`config.mk`:
```
export PLATFORM = sky130hd
export DESIGN_NAME = rtcp_compound_deframer
export DESIGN_NICKNAME = d
export VERILOG_FILES = /design/src/rcd_pkg.sv /design/src/rtcp_compound_deframer.sv
export SDC_FILE = /design/constraint.sdc
export NUM_CORES = 1
export LEC_CHECK = 0
export ABC_CLOCK_PERIOD_IN_PS = 11900
export BUFFER_PORTS_ARGS = -buffer_cell sky130_fd_sc_hd__buf_2
export CAP_MARGIN = 20
export CORE_MARGIN = 2
export CORE_UTILIZATION = 40
export DETAILED_ROUTE_END_ITERATION = 7
export GPL_TIMING_DRIVEN = 0
export PLACE_DENSITY = 0.67
export SLEW_MARGIN = 30
export SYNTH_ARGS = -nofsm -noshare
export SYNTH_HDL_FRONTEND = slang
export SYNTH_SLANG_ARGS = --single-unit
```
`constraint.sdc`:
```
create_clock -name clk_i -period 11.9 [get_ports clk_i]
set_input_delay 1.785 -clock clk_i [delete_from_list [all_inputs] [get_ports clk_i]]
set_output_delay 1.785 -clock clk_i [all_outputs]
set_load 0.02 [all_outputs]
```
`src/rcd_pkg.sv`:
```
// Shared types and constants for the RTCP compound deframer.
package rcd_pkg;

  localparam int unsigned MaxBufferBytes = 65536;
  localparam int unsigned OutFifoDepth   = 4;

  localparam logic [1:0] RtcpVersion = 2'd2;

  localparam logic [7:0] PtSr   = 8'd200;
  localparam logic [7:0] PtRr   = 8'd201;
  localparam logic [7:0] PtSdes = 8'd202;
  localparam logic [7:0] PtBye  = 8'd203;
  localparam logic [7:0] PtXr   = 8'd207;

  typedef enum logic [2:0] {
    KIND_SR   = 3'd0,
    KIND_RR   = 3'd1,
    KIND_SDES = 3'd2,
    KIND_BYE  = 3'd3,
    KIND_XR   = 3'd4,
    KIND_END  = 3'd5,
    KIND_SKIP = 3'd7
  } kind_e;

  typedef struct packed {
    logic [7:0] data_byte;
    logic       final_byte;
  } in_t;

  typedef struct packed {
    kind_e       kind;
    logic [15:0] pkt_offset;
    logic [18:0] pkt_length;
    logic        error_seen;
    logic        too_short;
    logic        last;
  } out_t;

endpackage

```
`src/rtcp_compound_deframer.sv`:
```
// Splits a compound RTCP byte stream into sub-packet reports and an end record.
//
//  channel | dir | handshake               | payload
//  --------+-----+-------------------------+----------------------------
//  in      | in  | in_valid_i / in_stall_o | in_data_i  (data, final)
//  out     | out | out_valid_o/ out_stall_i| out_data_o (one report)
//
// One byte is taken per cycle unless stalled; its header capture and counter
// update finish in the cycle it is taken, and its reports enter a 4-entry
// result queue. A byte gives at most two reports (packet and end record), so a
// sustained rate of one byte per cycle holds while the output drains one per
// cycle. in_stall_o rises when the queue has fewer than two free entries.
// Reset is asynchronous, active low; it empties the queue and clears parsing
// control state. The final byte of a buffer returns that state to reset.
module rtcp_compound_deframer #(
  parameter int unsigned MAX_BUFFER_BYTES = rcd_pkg::MaxBufferBytes
) (
  input  logic          clk_i,
  input  logic          rst_ni,
  input  logic          in_valid_i,
  output logic          in_stall_o,
  input  rcd_pkg::in_t  in_data_i,
  output logic          out_valid_o,
  input  logic          out_stall_i,
  output rcd_pkg::out_t out_data_o
);
  import rcd_pkg::*;

  localparam int unsigned PosW  = $clog2(MAX_BUFFER_BYTES + 1);
  localparam int unsigned PtrW  = $clog2(OutFifoDepth);
  localparam int unsigned CntW  = $clog2(OutFifoDepth + 1);
  localparam logic [PosW-1:0] MaxPos = PosW'(MAX_BUFFER_BYTES);

  // parsing state
  logic [PosW-1:0] pos_q, pos_d;
  logic [15:0]     start_q, start_d;
  logic [17:0]     left_q, left_d;
  logic [1:0]      hcnt_q, hcnt_d;
  logic [23:0]     hdr_q, hdr_d;
  logic [18:0]     len_q, len_d;
  kind_e           kind_q, kind_d;
  logic            err_q, err_d;
  logic            stopped_q, stopped_d;

  // result queue
  out_t            fifo_mem [OutFifoDepth];
  logic [PtrW-1:0] wr_q, rd_q;
  logic [CntW-1:0] cnt_q;

  logic            in_acc, out_acc;
  logic [31:0]     full_hdr;
  logic [16:0]     pos_ext;
  logic            finished;
  logic            emit_pkt;
  logic            short_rep;
  logic            tiny;
  out_t            pkt_rec, end_rec;

  assign in_acc  = in_valid_i && !in_stall_o;
  assign out_acc = out_valid_o && !out_stall_i;

  assign full_hdr = {hdr_q, in_data_i.data_byte};
  assign pos_ext  = 17'(pos_q);
  assign tiny     = pos_q < PosW'(3);

  always_comb begin
    pos_d     = (pos_q < MaxPos) ? pos_q + PosW'(1) : pos_q;
    start_d   = start_q;
    left_d    = left_q;
    hcnt_d    = hcnt_q;
    hdr_d     = hdr_q;
    len_d     = len_q;
    kind_d    = kind_q;
    err_d     = err_q;
    stopped_d = stopped_q;
    finished  = 1'b0;
    emit_pkt  = 1'b0;
    short_rep = 1'b0;

    // stop on a buffer that runs past the size limit
    if (!stopped_q && pos_q >= MaxPos) begin
      err_d     = 1'b1;
      stopped_d = 1'b1;
    end

    if (!stopped_d) begin
      if (left_q == '0) begin
        hdr_d = {hdr_q[15:0], in_data_i.data_byte};
        if (hcnt_q == 2'd3) begin
          hcnt_d = 2'd0;
          if (full_hdr[31:30] != RtcpVersion) begin
            err_d     = 1'b1;
            stopped_d = 1'b1;
          end else begin
            len_d  = {1'b0, full_hdr[15:0], 2'b00} + 19'd4;
            left_d = {full_hdr[15:0], 2'b00};
            kind_d = KIND_SKIP;
            case (full_hdr[23:16])
              PtSr: begin
                short_rep = len_d < 19'd28 + 19'(full_hdr[28:24]) * 19'd24;
                kind_d    = short_rep ? KIND_SKIP : KIND_SR;
              end
              PtRr: begin
                short_rep = len_d < 19'd8 + 19'(full_hdr[28:24]) * 19'd24;
                kind_d    = short_rep ? KIND_SKIP : KIND_RR;
              end
              PtSdes:  kind_d = KIND_SDES;
              PtBye:   kind_d = KIND_BYE;
              PtXr:    kind_d = KIND_XR;
              default: kind_d = KIND_SKIP;
            endcase
            if (short_rep) begin
              err_d = 1'b1;
            end
            finished = (full_hdr[15:0] == 16'd0);
          end
        end else begin
          hcnt_d = hcnt_q + 2'd1;
        end
      end else begin
        left_d   = left_q - 18'd1;
        finished = (left_q == 18'd1);
      end
    end

    pkt_rec.kind       = kind_d;
    pkt_rec.pkt_offset = start_q;
    pkt_rec.pkt_length = len_d;
    pkt_rec.error_seen = err_d;
    pkt_rec.too_short  = 1'b0;
    pkt_rec.last       = 1'b0;

    if (finished) begin
      emit_pkt = (kind_d != KIND_SKIP);
      start_d  = 16'(pos_ext + 17'd1);
      kind_d   = KIND_SKIP;
      hcnt_d   = 2'd0;
    end

    // a header or packet cut off by the buffer end is an overrun
    if (in_data_i.final_byte && !tiny && !stopped_d && !finished) begin
      err_d = 1'b1;
    end

    end_rec.kind       = KIND_END;
    end_rec.pkt_offset = 16'd0;
    end_rec.pkt_length = 19'd0;
    end_rec.error_seen = tiny ? 1'b0 : err_d;
    end_rec.too_short  = tiny;
    end_rec.last       = 1'b1;

    if (in_data_i.final_byte) begin
      pos_d     = '0;
      start_d   = 16'd0;
      left_d    = 18'd0;
      hcnt_d    = 2'd0;
      kind_d    = KIND_SKIP;
      err_d     = 1'b0;
      stopped_d = 1'b0;
    end
  end

  // parsing control state
  always_ff @(posedge clk_i or negedge rst_ni) begin
    if (!rst_ni) begin
      pos_q     <= '0;
      start_q   <= 16'd0;
      left_q    <= 18'd0;
      hcnt_q    <= 2'd0;
      kind_q    <= KIND_SKIP;
      err_q     <= 1'b0;
      stopped_q <= 1'b0;
    end else if (in_acc) begin
      pos_q     <= pos_d;
      start_q   <= start_d;
      left_q    <= left_d;
      hcnt_q    <= hcnt_d;
      kind_q    <= kind_d;
      err_q     <= err_d;
      stopped_q <= stopped_d;
    end
  end

  // header bytes and length hold no control meaning until captured
  always_ff @(posedge clk_i) begin
    if (in_acc) begin
      hdr_q <= hdr_d;
      len_q <= len_d;
    end
  end

  logic            push_a, push_b;
  out_t            rec_a;
  logic [CntW-1:0] n_push;

  assign push_a = in_acc && (emit_pkt || in_data_i.final_byte);
  assign push_b = in_acc && emit_pkt && in_data_i.final_byte;
  assign rec_a  = emit_pkt ? pkt_rec : end_rec;
  assign n_push = CntW'(push_a) + CntW'(push_b);

  always_ff @(posedge clk_i) begin
    if (push_a) begin
      fifo_mem[wr_q] <= rec_a;
    end
    if (push_b) begin
      fifo_mem[wr_q + PtrW'(1)] <= end_rec;
    end
  end

  always_ff @(posedge clk_i or negedge rst_ni) begin
    if (!rst_ni) begin
      wr_q  <= '0;
      rd_q  <= '0;
      cnt_q <= '0;
    end else begin
      wr_q  <= wr_q + PtrW'(n_push);
      rd_q  <= rd_q + PtrW'(out_acc);
      cnt_q <= cnt_q + n_push - CntW'(out_acc);
    end
  end

  // hold input while fewer than two entries are free
  assign in_stall_o  = cnt_q > CntW'(OutFifoDepth - 2);
  assign out_valid_o = cnt_q != '0;
  assign out_data_o  = fifo_mem[rd_q];

`ifndef NO_ASSERTIONS
  a_fifo_bound: assert property (@(posedge clk_i) disable iff (!rst_ni)
    cnt_q <= CntW'(OutFifoDepth))
    else $error("result queue over capacity");

  a_room_on_accept: assert property (@(posedge clk_i) disable iff (!rst_ni)
    in_acc |-> cnt_q <= CntW'(OutFifoDepth - 2))
    else $error("byte taken without room for two reports");

  a_stop_sets_error: assert property (@(posedge clk_i) disable iff (!rst_ni)
    stopped_q |-> err_q)
    else $error("parsing stopped without error flag");

  a_final_resets: assert property (@(posedge clk_i) disable iff (!rst_ni)
    (in_acc && in_data_i.final_byte) |=> (pos_q == '0 && !err_q && !stopped_q
      && left_q == 18'd0 && hcnt_q == 2'd0))
    else $error("parsing state not cleared after final byte");
`endif

endmodule
```
==> results of run 1 <==
synth_stat cells, types with 5 or more instances:
cell type / n / share of area, %
sky130_fd_sc_hd__a21boi_0: 8 / 0.45
sky130_fd_sc_hd__nand2b_1: 16 / 0.75
sky130_fd_sc_hd__xor2_1: 15 / 0.98
sky130_fd_sc_hd__ha_1: 36 / 3.4
sky130_fd_sc_hd__a21boi_1: 7 / 0.39
sky130_fd_sc_hd__o21ai_0: 55 / 2.1
sky130_fd_sc_hd__dfxtp_1: 156 / 23
sky130_fd_sc_hd__buf_4: 5 / 0.28
sky130_fd_sc_hd__mux2i_1: 90 / 6.7
sky130_fd_sc_hd__nand4_1: 11 / 0.51
sky130_fd_sc_hd__nor2_1: 145 / 4.1
sky130_fd_sc_hd__buf_1: 9 / 0.25
sky130_fd_sc_hd__buf_6: 6 / 0.50
sky130_fd_sc_hd__o211ai_1: 5 / 0.28
sky130_fd_sc_hd__mux2_2: 15 / 1.3
sky130_fd_sc_hd__a21oi_1: 49 / 1.8
sky130_fd_sc_hd__o21ai_1: 5 / 0.19
sky130_fd_sc_hd__or2_2: 5 / 0.23
sky130_fd_sc_hd__a211oi_1: 6 / 0.34
sky130_fd_sc_hd__nand2_1: 77 / 2.2
sky130_fd_sc_hd__xnor2_1: 27 / 1.8
sky130_fd_sc_hd__nor3_1: 35 / 1.3
sky130_fd_sc_hd__nor4_1: 10 / 0.47
sky130_fd_sc_hd__nand3_1: 25 / 0.93
sky130_fd_sc_hd__buf_2: 7 / 0.26
sky130_fd_sc_hd__or3_1: 8 / 0.37
sky130_fd_sc_hd__dfrtp_1: 62 / 12
sky130_fd_sc_hd__edfxtp_1: 50 / 11
sky130_fd_sc_hd__nor2b_1: 10 / 0.47
sky130_fd_sc_hd__inv_1: 39 / 1.1
sky130_fd_sc_hd__clkbuf_1: 50 / 1.4
sky130_fd_sc_hd__and3_1: 13 / 0.61
sky130_fd_sc_hd__mux4_2: 41 / 6.9
sky130_fd_sc_hd__a31oi_1: 6 / 0.28
sky130_fd_sc_hd__a22o_1: 71 / 4.6
sky130_fd_sc_hd__o31ai_1: 18 / 1.0
sky130_fd_sc_hd__and2_1: 5 / 0.23
routing by layer:
layer / track usage (%) / vias up / part of all wire [%]
li1: - / 4823 / -
met1: 26.1 / 5023 / 45
met2: 32.8 / 266 / 48
met3: 3.04 / 58 / 5.0
met4: 4.70 / 0 / 2.3
met5: 0 / - / 0
flip-flops by register name (all words and copies together) (netlist names):
signal and cells:
err_q 1, len_q 19, wr_q 2, fifo_mem 164
kind_q 3, start_q 16, stopped_q 1, hcnt_q 2
cnt_q 3, pos_ext 17, rd_q 2, left_q 18
hdr_q 23
final cells by class:
class	count	area [µm²]	share of cell area [%]
Buffer	77	365	2.41
Tap cell	448	561	3.69
Clock inverter	11	61.3	0.404
Inverter	40	150	0.990
Timing Repair Buffer	58	319	2.10
Sequential cell	271	6250	41.2
Clock buffer	41	826	5.44
Multi-Input combinational cell	877	6640	43.7
final timing paths:
check / to / cells after the start / slack [ns]
worst max-delay path: cnt_q[2] / 26 / 5.59
worst min-delay path: hdr_q[23] / 0 / 0.44
worst max register to register: cnt_q[2] / 26 / 5.59
worst min register to register: hdr_q[23] / 0 / 0.44
max in group asynchronous: left_q[2] / 2 / 10.13
min in group asynchronous: pos_ext[10] / 1 / 1.21
power groups by stage:
stage	logic [mW]	clock network, mW	registers [mW]
after floorplan	0.488	0	1.09
after global placement	0.646	0	1.11
after detailed placement	0.660	0	1.11
after CTS	0.662	0.860	1.09
after global routing	0.728	0.901	1.11
final	0.662	0.845	1.10
through the flow:
step                utilization, %  total power [mW]  worst slack, ns
floorplan                        -              1.58             6.13
global placement              42.7              1.75             5.09
detailed placement            42.9              1.77             5.06
CTS                           45.6              2.62             5.62
global route                  45.6              2.73             5.13
finish                        45.6              2.60             5.59
kinds of logic after synthesis:
family | count (synthesis)
and+or+nand+nor | 375
DFF | 271
buffers and inverters | 117
adders and majority gates | 38
muxes | 146
AOI/OAI and AO/OA | 276
xor gates and xnor gates | 42
==> flow_summary.html, run 1 <==
<table>
<tr><th>Metric</th><th>Value</th></tr>
<tr><th colspan="2">Clock tree</th></tr>
<tr><td>Worst-skew pair later-pin latency</td><td>roughly 0.55 ns</td></tr>
<tr><td>CTS sink count</td><td>271</td></tr>
<tr><td>Largest buffer count on any clock path</td><td>3</td></tr>
<tr><td>CTS resizes</td><td>0</td></tr>
<tr><td>TritonCTS buffer count</td><td>29</td></tr>
<tr><td>CTS hold repair buffers</td><td>0</td></tr>
<tr><td>Max H-tree Level</td><td>1</td></tr>
<tr><td>Clock root cell</td><td>sky130_fd_sc_hd__clkbuf_16</td></tr>
<tr><td>TritonCTS clock tree</td><td>done</td></tr>
<tr><td>Post-CTS setup buffer count</td><td>0</td></tr>
<tr><td>Reg clk slew, reported paths</td><td>~0.06 ns</td></tr>
<tr><th colspan="2">Die</th></tr>
<tr><td>DIE HEIGHT</td><td>187 µm</td></tr>
<tr><td>Boundary Pins</td><td>56</td></tr>
<tr><td>Die width</td><td>187 µm</td></tr>
<tr><td>Initial Util</td><td>between 40% and 50%</td></tr>
<tr><td>Core box area</td><td>between 30000 and 40000 µm²</td></tr>
<tr><td>Row cnt</td><td>67</td></tr>
<tr><td>Die area</td><td>35000 µm²</td></tr>
<tr><th colspan="2">Synthesis</th></tr>
<tr><td>Total of warnings raised by yosys</td><td>0</td></tr>
<tr><td>Unique cell type count in the Yosys netlist</td><td>76</td></tr>
<tr><td>Most used DFF post-synth</td><td>sky130_fd_sc_hd__dfxtp_1</td></tr>
<tr><td>Post-synthesis average cell area</td><td>roughly 11 µm²</td></tr>
<tr><td>Total nets after synthesis</td><td>approximately 1300</td></tr>
<tr><td>Multiplexer share of the synthesized area</td><td>~15%</td></tr>
<tr><td>Main combinational cell family by area after synthesis</td><td>compound AO/OA/AOI/OAI gates</td></tr>
<tr><td>Cell count after synthesis</td><td>about 1300</td></tr>
<tr><td>Async set-or-reset flop fraction in the synthesized netlist</td><td>between 20% and 30%</td></tr>
<tr><td>Post-Synth XOR/XNOR Area</td><td>~2.7%</td></tr>
<tr><td>Share of the yosys chip area belonging to registers</td><td>a little under half</td></tr>
<tr><td>Compound-gate portion of the synthesized area</td><td>between 10 and 15%</td></tr>
<tr><td>FF+latch count, synth</td><td>around 270</td></tr>
<tr><td>Adder and majority gate portion of the synthesized area</td><td>between 3 and 4%</td></tr>
<tr><td>Simple logic cell fraction of the synthesized area</td><td>13.2%</td></tr>
<tr><td>Netlist area before placement</td><td>~13000 µm²</td></tr>
<tr><td>Number of synthesized flops with an enable pin</td><td>50</td></tr>
<tr><th colspan="2">Global routing</th></tr>
<tr><td>Congestion Overflow GR</td><td>0</td></tr>
<tr><td>Aggregate global-route resource usage</td><td>~19%</td></tr>
<tr><td>Number of antenna violations at the first check in global routing</td><td>0</td></tr>
<tr><td>Via count of the first global-routing pass</td><td>10200</td></tr>
<tr><td>Pin count of the biggest net entering global routing</td><td>37</td></tr>
<tr><td>Wire length of the first global-routing pass</td><td>between 50000 and 60000 µm</td></tr>
<tr><th colspan="2">Pwr</th></tr>
<tr><td>Static Leak</td><td>between 5 and 6 nW</td></tr>
<tr><td>Worst IR Drop VDD</td><td>between 0.0001 and 0.00015 V</td></tr>
<tr><td>Switching share of total power</td><td>around 33%</td></tr>
<tr><td>Pint</td><td>1.75 mW</td></tr>
<tr><td>Clock network power share</td><td>between 30% and 40%</td></tr>
<tr><td>Power Density</td><td>~170 nW/µm²</td></tr>
<tr><td>Relative contribution of combinational cells to total power</td><td>25.4%</td></tr>
<tr><td>Psw</td><td>approximately 0.85 mW</td></tr>
<tr><td>Sequential group share of total power</td><td>around 42%</td></tr>
<tr><th colspan="2">Setup path</th></tr>
<tr><td>Buf/Inv on CP</td><td>7</td></tr>
<tr><td>Data arrival time of the worst path</td><td>around 6.7 ns</td></tr>
<tr><td>Max stage delay on crit path</td><td>about 0.51 ns</td></tr>
<tr><td>Type of element launching the critical path</td><td>register</td></tr>
<tr><td>Slowest library cell on the worst path</td><td>sky130_fd_sc_hd__edfxtp_1</td></tr>
<tr><td>Kind of end point of the critical path</td><td>register</td></tr>
<tr><td>Critical path class</td><td>reg -&gt; reg</td></tr>
<tr><td>Launching element of the worst setup path</td><td>hdr_q[16]</td></tr>
<tr><td>Critical register-to-register path startpoint</td><td>hdr_q[16]</td></tr>
<tr><td>Data required time of the critical path</td><td>approximately 12 ns</td></tr>
<tr><td>CP Max Fanout</td><td>10</td></tr>
<tr><td>Top Family by Delay on Critical Path</td><td>adder cells</td></tr>
<tr><th colspan="2">STA</th></tr>
<tr><td>RSZ-0062 raised after global routing</td><td>no</td></tr>
<tr><td>Final Max Slew Viols</td><td>0</td></tr>
<tr><td>Post-route setup TNS</td><td>0 ns</td></tr>
<tr><td>Hold slack</td><td>between 0.4 and 0.5 ns</td></tr>
<tr><td>Measured slew at the worst slew-check pin</td><td>about 0.9 ns</td></tr>
<tr><td>Highest clock frequency the design can meet</td><td>roughly 0.16 GHz</td></tr>
<tr><td>Crit share post-route</td><td>approximately 53%</td></tr>
<tr><td>Headroom to the max-slew limit</td><td>between 40 and 50%</td></tr>
<tr><td>Clock tree skew after final layout</td><td>between 0.01 and 0.015 ns</td></tr>
<tr><td>Final min period</td><td>6.31 ns</td></tr>
<tr><td>Final Hold Vio Count</td><td>0</td></tr>
<tr><td># setup viols final</td><td>0</td></tr>
<tr><th colspan="2">Drt</th></tr>
<tr><td>Drt wl/cell</td><td>18.7 µm</td></tr>
<tr><td>Post-route DRC</td><td>0</td></tr>
<tr><td>Wirelength, routed</td><td>34000 µm</td></tr>
<tr><td>Detailed-router iteration count before antenna repair</td><td>5</td></tr>
<tr><td>Iteration-0 DRC count of the detailed router</td><td>between 800 and 900</td></tr>
<tr><td>Drt via density</td><td>5.58</td></tr>
<tr><td>Number of antenna-violating nets in the routed design</td><td>0</td></tr>
<tr><td>Total number of vias</td><td>a little over 10000</td></tr>
<tr><th colspan="2">Flow run</th></tr>
<tr><td>Number of maximum-capacitance violations</td><td>0</td></tr>
<tr><th colspan="2">Placed design</th></tr>
<tr><td>Hpwl dp</td><td>roughly 25000 µm</td></tr>
<tr><td>DP Cell Count</td><td>roughly 1800</td></tr>
<tr><td>Gpl congestion</td><td>0.864</td></tr>
<tr><td>Standard cell area after detailed placement</td><td>14300 µm²</td></tr>
<tr><td>Port Buffer Count</td><td>54</td></tr>
<tr><th colspan="2">Outcome</th></tr>
<tr><td>Result of the run</td><td>complete, no violations</td></tr>
<tr><th colspan="2">Final layout</th></tr>
<tr><td>Most common cell after layout, fill and taps aside</td><td>sky130_fd_sc_hd__dfxtp_1</td></tr>
<tr><td>Most used cells in the layout excluding fill and tap cells</td><td>sky130_fd_sc_hd__dfxtp_1 (156), sky130_fd_sc_hd__nor2_1 (145), sky130_fd_sc_hd__mux2i_1 (90), sky130_fd_sc_hd__nand2_1 (77), sky130_fd_sc_hd__a22o_1 (71)</td></tr>
<tr><td>Area Growth Syn to Fin</td><td>13.3%</td></tr>
<tr><td>Layout cells sized above 1</td><td>about 15%</td></tr>
<tr><td>Net total in the final layout</td><td>around 1400</td></tr>
<tr><td>Finished Layout Cells</td><td>1823</td></tr>
<tr><td>Final non-filler cell area</td><td>approximately 15000 µm²</td></tr>
<tr><td>Number of fill cells</td><td>~3100</td></tr>
<tr><td>Diodes inserted</td><td>0</td></tr>
<tr><th colspan="2">Worst hold path</th></tr>
<tr><td>Start point of the worst min-delay path</td><td>hdr_q[15]</td></tr>
<tr><td>Classification of the worst-slack hold path</td><td>reg -&gt; reg</td></tr>
</table>
No activity file was read; power rests on OpenSTA's default activity.
==> run 2, diff against run 1 <==
--- a/config.mk
+++ b/config.mk
@@ -5,14 +5,14 @@
 export SDC_FILE = /design/constraint.sdc
 export NUM_CORES = 1
 export LEC_CHECK = 0
-export ABC_CLOCK_PERIOD_IN_PS = 11900
+export ABC_CLOCK_PERIOD_IN_PS = 5700
 export BUFFER_PORTS_ARGS = -buffer_cell sky130_fd_sc_hd__buf_2
 export CAP_MARGIN = 20
 export CORE_MARGIN = 2
 export CORE_UTILIZATION = 40
 export DETAILED_ROUTE_END_ITERATION = 7
 export GPL_TIMING_DRIVEN = 0
-export PLACE_DENSITY = 0.67
+export PLACE_DENSITY = 0.69
 export SLEW_MARGIN = 30
 export SYNTH_ARGS = -nofsm -noshare
 export SYNTH_HDL_FRONTEND = slang
==> constraint.sdc (replaced) <==
create_clock -name clk_i -period 5.7 [get_ports clk_i]
set_input_delay 0.855 -clock clk_i [delete_from_list [all_inputs] [get_ports clk_i]]
set_output_delay 0.855 -clock clk_i [all_outputs]
set_load 0.02 [all_outputs]
==> run 2 against run 1 <==
Effect of this change: non-clock buffer count unchanged; hold slack worse by 0.24 ns; via count up 1.2%; fmax up 17%; global-route usage down 0.12 points; cell count about the same; critical path type unchanged; combinational power up 110%; routed wire length up 0.49%; utilization up 0.15 points; critical path depth down 2; clock power up 110%.
==> flow_summary.html, run 2 (same netlist as run 1, synthesis figures left out) <==
<table>
<tr><th>Metric</th><th>Value</th></tr>
<tr><th colspan="2">Setup path</th></tr>
<tr><td>CP Max Fanout</td><td>19 (+9)</td></tr>
<tr><td>Data arrival time of the worst path</td><td>5.80 ns (-0.93 ns)</td></tr>
<tr><td>Type of element launching the critical path</td><td>register</td></tr>
<tr><td>R2R depth</td><td>24 (-7.7%)</td></tr>
<tr><td>Critical register-to-register path startpoint</td><td>hdr_q[17]</td></tr>
<tr><td>Top Family by Delay on Critical Path</td><td>adder cells</td></tr>
<tr><td>Top cell by count, worst path</td><td>sky130_fd_sc_hd__ha_1</td></tr>
<tr><td>Reg-to-reg endpoint</td><td>cnt_q[2]</td></tr>
<tr><td>Buf/Inv on CP</td><td>4 (-3)</td></tr>
<tr><td>Flop2flop setup slack</td><td>0.32 ns (-5.27 ns)</td></tr>
<tr><td>Max stage delay on crit path</td><td>0.43 ns (-0.08 ns)</td></tr>
<tr><td>Data required time of the critical path</td><td>6.12 ns (-6.20 ns)</td></tr>
<tr><td>Slowest library cell on the worst path</td><td>sky130_fd_sc_hd__edfxtp_1</td></tr>
<tr><td>Critical path class</td><td>reg -&gt; reg</td></tr>
<tr><td>Worst path cell trace</td><td>ha_1, a21o_1, a21oi_2, xnor2_1, nand2b_1, nor2_1, xnor2_1, ha_1, a211oi_1, nand2_1, o2111ai_1, a22o_2, a311o_1, buf_6, a21oi_1, ha_1, inv_1, ha_1, inv_1, ha_1, inv_1, fa_1, xor2_1, xnor2_1</td></tr>
<tr><td>Kind of end point of the critical path</td><td>register</td></tr>
<tr><th colspan="2">Clock tree</th></tr>
<tr><td>Max H-tree Level</td><td>1 (unchanged)</td></tr>
<tr><td>Reg clk slew, reported paths</td><td>0.06 ns (about the same)</td></tr>
<tr><td>Clock root cell</td><td>sky130_fd_sc_hd__clkbuf_16</td></tr>
<tr><td>TritonCTS buffer count</td><td>29 (unchanged)</td></tr>
<tr><td>CTS sink count</td><td>271 (unchanged)</td></tr>
<tr><td>TritonCTS clock tree</td><td>done</td></tr>
<tr><td>CTS hold repair buffers</td><td>0 (unchanged)</td></tr>
<tr><td>Worst-skew pair later-pin latency</td><td>0.54 ns (about the same)</td></tr>
<tr><td>Largest buffer count on any clock path</td><td>3 (unchanged)</td></tr>
<tr><th colspan="2">Final layout</th></tr>
<tr><td>Net total in the final layout</td><td>1405 (unchanged)</td></tr>
<tr><td>Largest reg by FF count</td><td>fifo_mem</td></tr>
<tr><td>Area Growth Syn to Fin</td><td>13.7%</td></tr>
<tr><td>Flip-flop count of the largest register after layout</td><td>164 (unchanged)</td></tr>
<tr><td>Layout cells sized above 1</td><td>15.3% (-0.084 points)</td></tr>
<tr><td>Most used cells in the layout excluding fill and tap cells</td><td>sky130_fd_sc_hd__dfxtp_1 (156), sky130_fd_sc_hd__nor2_1 (145), sky130_fd_sc_hd__mux2i_1 (90), sky130_fd_sc_hd__nand2_1 (77), sky130_fd_sc_hd__a22o_1 (70)</td></tr>
<tr><td>Diodes inserted</td><td>0 (unchanged)</td></tr>
<tr><td>Utilization after layout</td><td>45.7% (+0.15 points)</td></tr>
<tr><td>Final non-filler cell area</td><td>15200 µm² (+0.33%)</td></tr>
<tr><td>Registers with the most flip-flops</td><td>fifo_mem (164), hdr_q (23), len_q (19)</td></tr>
<tr><td>Most common cell after layout, fill and taps aside</td><td>sky130_fd_sc_hd__dfxtp_1</td></tr>
<tr><th colspan="2">Global routing</th></tr>
<tr><td>Congestion Overflow GR</td><td>0 (unchanged)</td></tr>
<tr><td>Pin count of the biggest net entering global routing</td><td>47 (+27%)</td></tr>
<tr><td>Via count of the first global-routing pass</td><td>10300 (+1.3%)</td></tr>
<tr><td>Aggregate global-route resource usage</td><td>19.3% (-0.12 points)</td></tr>
<tr><td>Wire length of the first global-routing pass</td><td>55000 µm (-0.47%)</td></tr>
<tr><td>Number of antenna violations at the first check in global routing</td><td>1 (+1)</td></tr>
<tr><th colspan="2">Die</th></tr>
<tr><td>Row cnt</td><td>67 (unchanged)</td></tr>
<tr><td>Initial Util</td><td>40.2% (unchanged)</td></tr>
<tr><td>DIE HEIGHT</td><td>187 µm (unchanged)</td></tr>
<tr><td>Boundary Pins</td><td>56 (unchanged)</td></tr>
<tr><td>Die area</td><td>35000 µm² (unchanged)</td></tr>
<tr><td>Die width</td><td>187 µm (unchanged)</td></tr>
<tr><td>Core box area</td><td>33300 µm² (unchanged)</td></tr>
<tr><th colspan="2">Drt</th></tr>
<tr><td>Wirelength, routed</td><td>34200 µm (+0.49%)</td></tr>
<tr><td>Drt via density</td><td>5.64 (+1.1%)</td></tr>
<tr><td>Iteration-0 DRC count of the detailed router</td><td>827 (-2.0%)</td></tr>
<tr><td>Detailed-router iteration count before antenna repair</td><td>5 (unchanged)</td></tr>
<tr><td>Post-route DRC</td><td>0 (unchanged)</td></tr>
<tr><td>Number of antenna-violating nets in the routed design</td><td>0 (unchanged)</td></tr>
<tr><td>Drt wl/cell</td><td>18.8 µm (+0.43%)</td></tr>
<tr><td>Total number of vias</td><td>10300 (+1.2%)</td></tr>
<tr><th colspan="2">Pwr</th></tr>
<tr><td>Psw</td><td>1.77 mW (+110%)</td></tr>
<tr><td>Worst IR Drop VDD</td><td>0.000223 V (+68%)</td></tr>
<tr><td>Sequential group share of total power</td><td>41.7% (-0.4 points)</td></tr>
<tr><td>Static Leak</td><td>5.91 nW (+0.18%)</td></tr>
<tr><td>Pint</td><td>3.70 mW (+110%)</td></tr>
<tr><td>Power Density</td><td>360 nW/µm² (+110%)</td></tr>
<tr><td>Switching share of total power</td><td>32.4% (-0.41 points)</td></tr>
<tr><td>Relative contribution of combinational cells to total power</td><td>25.4% (about the same)</td></tr>
<tr><td>Clock network power share</td><td>32.9% (+0.4 points)</td></tr>
<tr><th colspan="2">STA</th></tr>
<tr><td>Final min period</td><td>5.38 ns (-0.932 ns)</td></tr>
<tr><td>Headroom to the max-slew limit</td><td>35.4% (-5.5 points)</td></tr>
<tr><td>Hold slack</td><td>0.207 ns (-0.237 ns)</td></tr>
<tr><td># setup viols final</td><td>0 (unchanged)</td></tr>
<tr><td>Measured slew at the worst slew-check pin</td><td>0.969 ns (+0.0820 ns)</td></tr>
<tr><td>Post-route setup TNS</td><td>0 ns (unchanged)</td></tr>
<tr><td>Highest clock frequency the design can meet</td><td>0.186 GHz (+17%)</td></tr>
<tr><td>Final Hold Vio Count</td><td>0 (unchanged)</td></tr>
<tr><td>RSZ-0062 raised after global routing</td><td>no</td></tr>
<tr><td>Final Max Slew Viols</td><td>0 (unchanged)</td></tr>
<tr><td>PnR worst setup slack</td><td>0.323 ns (-5.27 ns)</td></tr>
<tr><td>Clock tree skew after final layout</td><td>0.0131 ns (-0.0000592 ns)</td></tr>
<tr><td>Crit share post-route</td><td>94.3% (+41 points)</td></tr>
<tr><th colspan="2">Outcome</th></tr>
<tr><td>Result of the run</td><td>complete, no violations</td></tr>
<tr><th colspan="2">Placed design</th></tr>
<tr><td>Hpwl dp</td><td>24600 µm (about the same)</td></tr>
<tr><td>Standard cell area after detailed placement</td><td>14300 µm² (about the same)</td></tr>
<tr><td>Port Buffer Count</td><td>54 (unchanged)</td></tr>
<tr><td>Pre-CTS worst setup slack</td><td>-0.570 ns (-5.63 ns)</td></tr>
<tr><td>Gpl congestion</td><td>0.881 (+1.9%)</td></tr>
<tr><th colspan="2">Flow run</th></tr>
<tr><td>Number of maximum-capacitance violations</td><td>0 (unchanged)</td></tr>
<tr><th colspan="2">Worst hold path</th></tr>
<tr><td>Classification of the worst-slack hold path</td><td>in -&gt; async</td></tr>
</table>
==> run 2: cell types whose count changed in the layout (fill, tap and decap cells not counted), sizes merged <==
cell,change
buf,-1
clkinv,-9
inv,+1
clkbuf,+10
==> run 2: final cells by class <==
type / instances / area, µm²
multi-input cells: 877 / 6650
fillers: 3137 / 18100
clock inverters: 3 / 21.3
clock buffers: 50 / 890
repair buffers: 59 / 330
well taps: 448 / 561
plain buffers: 76 / 363
flip-flops and latches: 271 / 6250
inverters: 40 / 150
==> run 2: through the flow <==
step	instances	total power [mW]
floorplan	1265	3.30
global placement	1767	3.65
detailed placement	1770	3.70
CTS	1822	5.50
global route	1824	5.74
finish	1824	5.48
==> run 2: worst max path at each step <==
stage                         start       end  cells after the start  slack (ns)
after global routing      hdr_q[17]  cnt_q[2]                     24        0.02
after detailed placement  hdr_q[16]  cnt_q[2]                     26       -0.57
after floorplan           hdr_q[16]  cnt_q[2]                     26        0.42
after CTS                 hdr_q[16]  cnt_q[2]                     24        0.05
final                     hdr_q[17]  cnt_q[2]                     24        0.32
after global placement    hdr_q[16]  cnt_q[2]                     26       -0.50
==> run 2: what timing repair did <==
action                     in CTS  in global routing
setup endpoints to repair       3                  4
buffers inserted                0                  2
resized for setup               2                  2
pin swaps                       0                  1
==> run 2: power groups by stage <==
stage          combinational [mW]  sequential (mW)  clock [mW]
6_report                     1.39             2.29        1.80
5_1_grt                      1.52             2.31        1.91
4_1_cts                      1.39             2.28        1.83
3_5_place_dp                 1.38             2.32           0
3_3_place_gp                 1.34             2.31           0
2_1_floorplan                1.02             2.28           0
==> run 2: metal layers <==
metal	routed length, µm	global-route usage, %	vias to the layer above	share of wire, %
met4	594	4.24	2	1.7
li1	-	-	4820	-
met3	1970	2.78	52	5.8
met5	13	0	-	0.038
met2	16500	33.1	315	48
met1	15100	25.8	5100	44
